==> src/retransmit_window_tracker_macros.svh <==
// Assertion macros used by the retransmit window tracker RTL.
`ifndef RETRANSMIT_WINDOW_TRACKER_MACROS_SVH
`define RETRANSMIT_WINDOW_TRACKER_MACROS_SVH

// Checks that the consequent holds in the same cycle as the antecedent.
`define RWT_ASSERT_IMP(lbl, clk, rstn, ante, cons) \
    lbl: assert property (@(posedge clk) disable iff (!(rstn)) (ante) |-> (cons)) \
        else $error("rwt check failed");

// Checks that the consequent holds in the cycle after the antecedent.
`define RWT_ASSERT_NXT(lbl, clk, rstn, ante, cons) \
    lbl: assert property (@(posedge clk) disable iff (!(rstn)) (ante) |=> (cons)) \
        else $error("rwt check failed");

`endif

==> src/rwt_pkg.sv <==
// Shared types and constants of the retransmit window tracker.
package rwt_pkg;

    localparam int PENDING_DEPTH_DEF = 1024;
    localparam int ACK_WIDTH_DEF     = 8;
    localparam int ACK_FIELDS        = 8;
    localparam int SEQ_W             = 32;
    localparam int SENT_W            = 6;
    localparam int RBUF_DEPTH        = 64;
    localparam int CNT_W             = 11;
    localparam int S_TDATA_W         = 288;
    localparam int M_TDATA_W         = 48;

    localparam logic [1:0] OP_TICK  = 2'd0;
    localparam logic [1:0] OP_ACK   = 2'd1;
    localparam logic [1:0] OP_START = 2'd2;

    localparam logic [1:0] CFG_CHUNK_COUNT    = 2'd0;
    localparam logic [1:0] CFG_RESEND_TIMEOUT = 2'd1;
    localparam logic [1:0] CFG_SEND_BUDGET    = 2'd2;

    localparam logic [31:0] CHUNK_COUNT_RST    = 32'd0;
    localparam logic [15:0] RESEND_TIMEOUT_RST = 16'd1000;
    localparam logic [5:0]  SEND_BUDGET_RST    = 6'd16;

    // One pending table entry as it moves down the ack cell chain.
    typedef struct packed {
        logic             valid;
        logic [SEQ_W-1:0] seq;
        logic [SEQ_W-1:0] stamp;
    } entry_t;

endpackage

==> src/rwt_ack_cell.sv <==
// One cell of the ack chain: holds one acknowledged sequence and removes its first match.
module rwt_ack_cell (
    input  logic                          aclk,
    input  logic                          aresetn,
    input  logic                          load,
    input  logic [rwt_pkg::SEQ_W-1:0]     load_seq,
    input  rwt_pkg::entry_t               entry_in,
    output rwt_pkg::entry_t               entry_out
);
    import rwt_pkg::*;

    logic [SEQ_W-1:0] ack_reg;
    logic             used_reg;
    logic             used_next;
    logic             hit;
    logic             out_valid_reg;
    logic [SEQ_W-1:0] out_seq_reg;
    logic [SEQ_W-1:0] out_stamp_reg;
    logic             out_valid_next;

    // The cell consumes the first entry that matches while its ack is unused.
    assign hit            = entry_in.valid && !used_reg && (entry_in.seq == ack_reg);
    assign used_next      = load ? 1'b0 : (used_reg || hit);
    assign out_valid_next = entry_in.valid && !hit;

    always_ff @(posedge aclk) begin
        if (!aresetn) begin
            used_reg      <= 1'b1;
            out_valid_reg <= 1'b0;
        end else begin
            used_reg      <= used_next;
            out_valid_reg <= out_valid_next;
        end
    end

    always_ff @(posedge aclk) begin
        if (load) begin
            ack_reg <= load_seq;
        end
        out_seq_reg   <= entry_in.seq;
        out_stamp_reg <= entry_in.stamp;
    end

    assign entry_out = {out_valid_reg, out_seq_reg, out_stamp_reg};

endmodule

==> config.mk <==
export PLATFORM = sky130hd
export DESIGN_NAME = rwt_ack_cell
export DESIGN_NICKNAME = d
export VERILOG_FILES = /design/src/retransmit_window_tracker_macros.svh /design/src/rwt_pkg.sv /design/src/rwt_ack_cell.sv
export SDC_FILE = /design/constraint.sdc
export NUM_CORES = 1
export LEC_CHECK = 0
export ABC_AREA = 0
export BUFFER_PORTS_ARGS = -buffer_cell sky130_fd_sc_hd__buf_2
export CAP_MARGIN = 5
export CORE_MARGIN = 2
export CORE_UTILIZATION = 44
export CTS_BUF_LIST = sky130_fd_sc_hd__clkbuf_4
export DETAILED_ROUTE_END_ITERATION = 7
export PLACE_DENSITY = 0.82
export SLEW_MARGIN = 30
export SYNTH_ARGS = -nofsm -noshare
export SYNTH_HDL_FRONTEND = slang
export SYNTH_SLANG_ARGS = --single-unit
==> constraint.sdc <==
create_clock -name aclk -period 1.6 [get_ports aclk]
set_input_delay 0.16 -clock aclk [delete_from_list [all_inputs] [get_ports aclk]]
set_output_delay 0.16 -clock aclk [all_outputs]
set_load 0.05 [all_outputs]
* Yosys cells after proc, flatten, opt, wreduce, memory -nomap -nowiden
Cells that the tools add are included.
** Word-level totals
- Bits in registers :: 98
- Input bits :: 100
- Output and inout bits :: 65
- Logic and storage cells :: 13
** Operators by class
- Equal/unequal tests :: 1
- Muxes and demuxes :: 1
- Reductions and logical operators :: 6
** Operators with widths (number)
- $eq A32 B32 Y1 :: 1
- $logic_and A1 B1 Y1 :: 3
- $logic_not A1 Y1 :: 2
- $logic_or A1 B1 Y1 :: 1
- $mux W1 :: 1

* Depth between registers and ports, before layout
- Depth in word-level cells :: 5
- Gate-level depth with buffers :: 5
- Depth with buffers taken out :: 5

* Worst setup path after synthesis
Ideal clock, no wire load.
- Path kind :: register to register
- From :: register ack_reg[7]
- To :: register out_valid_reg
- Library setup time :: 115 ps
- Arrival time :: 1179 ps
- Data required time :: 1485 ps
- Slack :: 306 ps
- Stages on the path, launching flop included :: 6
- Buffers on the path :: 0
- Clock period less this slack :: 1294 ps
- Cell sequence :: edfxtp_1 -> xnor2_1 -> o2111ai_1 -> nor4_1 -> nand4b_1 -> and3_1
** Between the ends
- Cells in the longest elaborated chain, start to end :: 4
** RTL lines
- from (decl) :: line rwt_ack_cell.sv:12 : logic [SEQ_W-1:0] ack_reg;
- from (signal assigned) :: line rwt_ack_cell.sv:38 : ack_reg <= load_seq;
- $eq A32 B32 Y1 :: line rwt_ack_cell.sv:22 : assign hit = entry_in.valid && !used_reg && (entry_in.seq == ack_reg);
- $logic_and A1 B1 Y1 :: line rwt_ack_cell.sv:22
- $logic_not A1 Y1 :: line rwt_ack_cell.sv:24 : assign out_valid_next = entry_in.valid && !hit;
- $logic_and A1 B1 Y1 :: line rwt_ack_cell.sv:24
- to (signal assigned) :: line rwt_ack_cell.sv:32 : out_valid_reg <= out_valid_next;
- to (decl) :: line rwt_ack_cell.sv:16 : logic out_valid_reg;
No other way between the ends.
A chain may end at the register's enable or synchronous reset.

* Worst setup path in the final report
- From :: register ack_reg[9]
- To :: register out_valid_reg
The elaborated chain is that of the path after synthesis.

==> flow_metrics.tcl <==
set metrics [dict create \
    min_to "ack_reg[21]" \
    finalHoldViolations 0 \
    worst_setup_path_start_kind "flop" \
    fmax_ghz 0.701 \
    ys_seq_area_frac 0.852 \
    avgSynthCellArea_sq_um 17.6 \
    setup_viol 0 \
    whs_ps 288 \
    syn_inst 152 \
    worstPathRequired_ps 1940 \
    wl_per_cell_um 14.7 \
    die_x_um 82.0 \
    cts.clk_slew.worst_paths_ps 140 \
    cellPowerDensity_mw_per_mm2 1100 \
    finalWirelength_um 7400 \
    fin_ws_ps 173 \
    reg2reg_depth 5 \
    synth_nets 252 \
    critPathMaxFanout 2 \
    yosysWarnings 0 \
    drt-initial-drc-count 83 \
    fill_cells 364 \
    die_y_um 82.0 \
    cts_made_buffers 9 \
    dieArea_sq_mm 0.00673 \
    p_leak_nw 2.14 \
    dp_slack_ps 182 \
    fin_crit_ps 1430 \
    hp-start "load" \
    reg2reg_to "out_valid_reg" \
    core_area_sq_mm 0.00589 \
    area_growth_pct 77.7 \
    ant_nets 0 \
    r2r_start "ack_reg[9]" \
    ys_ff_latch 98 \
    worst_pin_slew_ps 423 \
    vdd_drop_max_mv 0.781 \
    first_pass_iters 4 \
    slew-limit-headroom 0.718 \
    gr-total-overflow 0 \
    place_congestion 0.672 \
    htreeDepth 3 \
    root_buffer "clkbuf_4" \
    antenna_found_initial 0 \
    antenna_cells 0 \
    status "completed" \
    placementRows 28 \
    ios 165 \
    cts_setup_buffers 0 \
    critPathKind "reg -> reg" \
    drive_above_1_share 0.419 \
    initial_core_util 0.455 \
    cts.sinks 98 \
    syn_area_sq_mm 0.00268 \
    final_nets 525 \
    route.detailed.drc 0 \
    rsz0062_at_grt "false" \
    whs_path_depth 2 \
    ff2ff_setup_slack_ps 170 \
    final_cells 505 \
    slew_viol_final 0 \
    holdCritPathClass "in -> reg" \
    num_vias 2222 \
    synth_cell_types 19 \
    grtUsageTotal 0.227 \
    grt_pass1_vias 2481 \
    end_kind "flop" \
    clk_latency_ps 430 \
    viasPerCell 4.40 \
    skew_ps 10.3 \
    dp_hpwl_um 4120 \
    fin_crit_sh 0.892 \
    clk_path_buf_depth 2 \
    grt_pass1_wl_um 10800 \
    total_power_mw 5.22 \
    setup_tns_ps 0 \
    grt_max_degree 35 \
    maxCapViolations 0 \
    cts_resized 0 \
    arrival_ps 1760 \
    dp.cells 391 \
    io_buffer_count 164 \
    tritoncts "done" \
]
==> how the worst max path moves through the flow <==
stage | start | slack, ps | endpoint
3_5_place_dp | ack_reg[7] | 180 | out_valid_reg
4_1_cts | ack_reg[7] | 170 | out_valid_reg
6_report | ack_reg[9] | 170 | out_valid_reg
5_1_grt | ack_reg[0] | 40 | out_valid_reg
3_3_place_gp | ack_reg[7] | 250 | out_valid_reg
2_1_floorplan | ack_reg[7] | 310 | out_valid_reg
==> final cells by class <==
type / count / area (sq um) / area share
flip-flops and latches: 98 / 2280 / 0.480
clock buffers: 9 / 67.6 / 0.0142
well taps: 75 / 93.8 / 0.0197
inverters: 6 / 22.5 / 0.00473
multi-input cells: 47 / 365 / 0.0768
repair buffers: 263 / 1810 / 0.380
clock inverters: 7 / 116 / 0.0245
==> logic make-up after synthesis <==
family                 synth area share
XOR/XNOR                         0.0883
flip-flops                        0.852
AO/OA/AOI/OAI                    0.0178
buffers and inverters            0.0112
AND/OR/NAND/NOR                  0.0304
==> per-stage QoR <==
step           utilization  area [sq um]
3_3_place_gp         0.610          3590
5_1_grt              0.808          4760
6_report             0.808          4760
3_5_place_dp         0.610          3590
2_1_floorplan            -          2680
4_1_cts              0.808          4760
==> metal layers <==
layer | up-vias | wire, um | track usage
li1 | 1072 | - | -
met5 | - | 0 | 0
met1 | 1016 | 2590 | 0.222
met4 | 0 | 272 | 0.145
met3 | 23 | 523 | 0.0560
met2 | 111 | 4020 | 0.422
==> layout by cell type (no fill, tap or decap) <==
master,count
buf_2,164
dlygate4sd3_1,98
dfxtp_1,66
edfxtp_1,32
xnor2_1,24
clkbuf_4,9
inv_1,6
nand4_1,5
xor2_1,3
bufinv_16,3
nor2_1,2
nand3_1,2
o22ai_1,2
a222oi_1,1
a221oi_1,1
o2111ai_1,1
nor4_1,1
nor3_1,1
nand4b_1,1
nand2b_1,1
o211ai_1,1
and3_1,1
clkinv_1,1
clkinv_4,1
inv_4,1
clkinvlp_4,1
buf_4,1
==> timing repair <==
item,4_1_cts,5_1_grt
hold endpoints to repair,98,0
setup endpoints to repair,0,0
hold buffers,98,0
==> where the power goes <==
part	total [mW]	internal, mW	switching, mW	leakage (nW)
combinational	0.856	0.366	0.489	1.18
sequential	2.78	2.73	0.0503	0.870
clock	1.59	0.790	0.797	0.0941
total	5.22	3.88	1.34	2.14
==> synth_stat cells <==
cell type  number  area [sq um]
a221oi_1        1          8.76
a222oi_1        1          10.0
and3_1          1          6.26
buf_4           1          7.51
dfxtp_1        66          1320
edfxtp_1       32           961
inv_1           6          22.5
nand2b_1        1          6.26
nand3_1         2          10.0
nand4_1         5          31.3
nand4b_1        1          8.76
nor2_1          2          7.51
nor3_1          1          5.00
nor4_1          1          6.26
o2111ai_1       1          8.76
o211ai_1        1          7.51
o22ai_1         2          12.5
xnor2_1        24           210
xor2_1          3          26.3
==> worst max-delay path, stage by stage, from the launching register on <==
cell      delay [ps]
edfxtp_1         400
xor2_1           170
a221oi_1         220
nand3_1          120
nand4b_1         220
and3_1           200
Power figures use the tool's default switching activity.
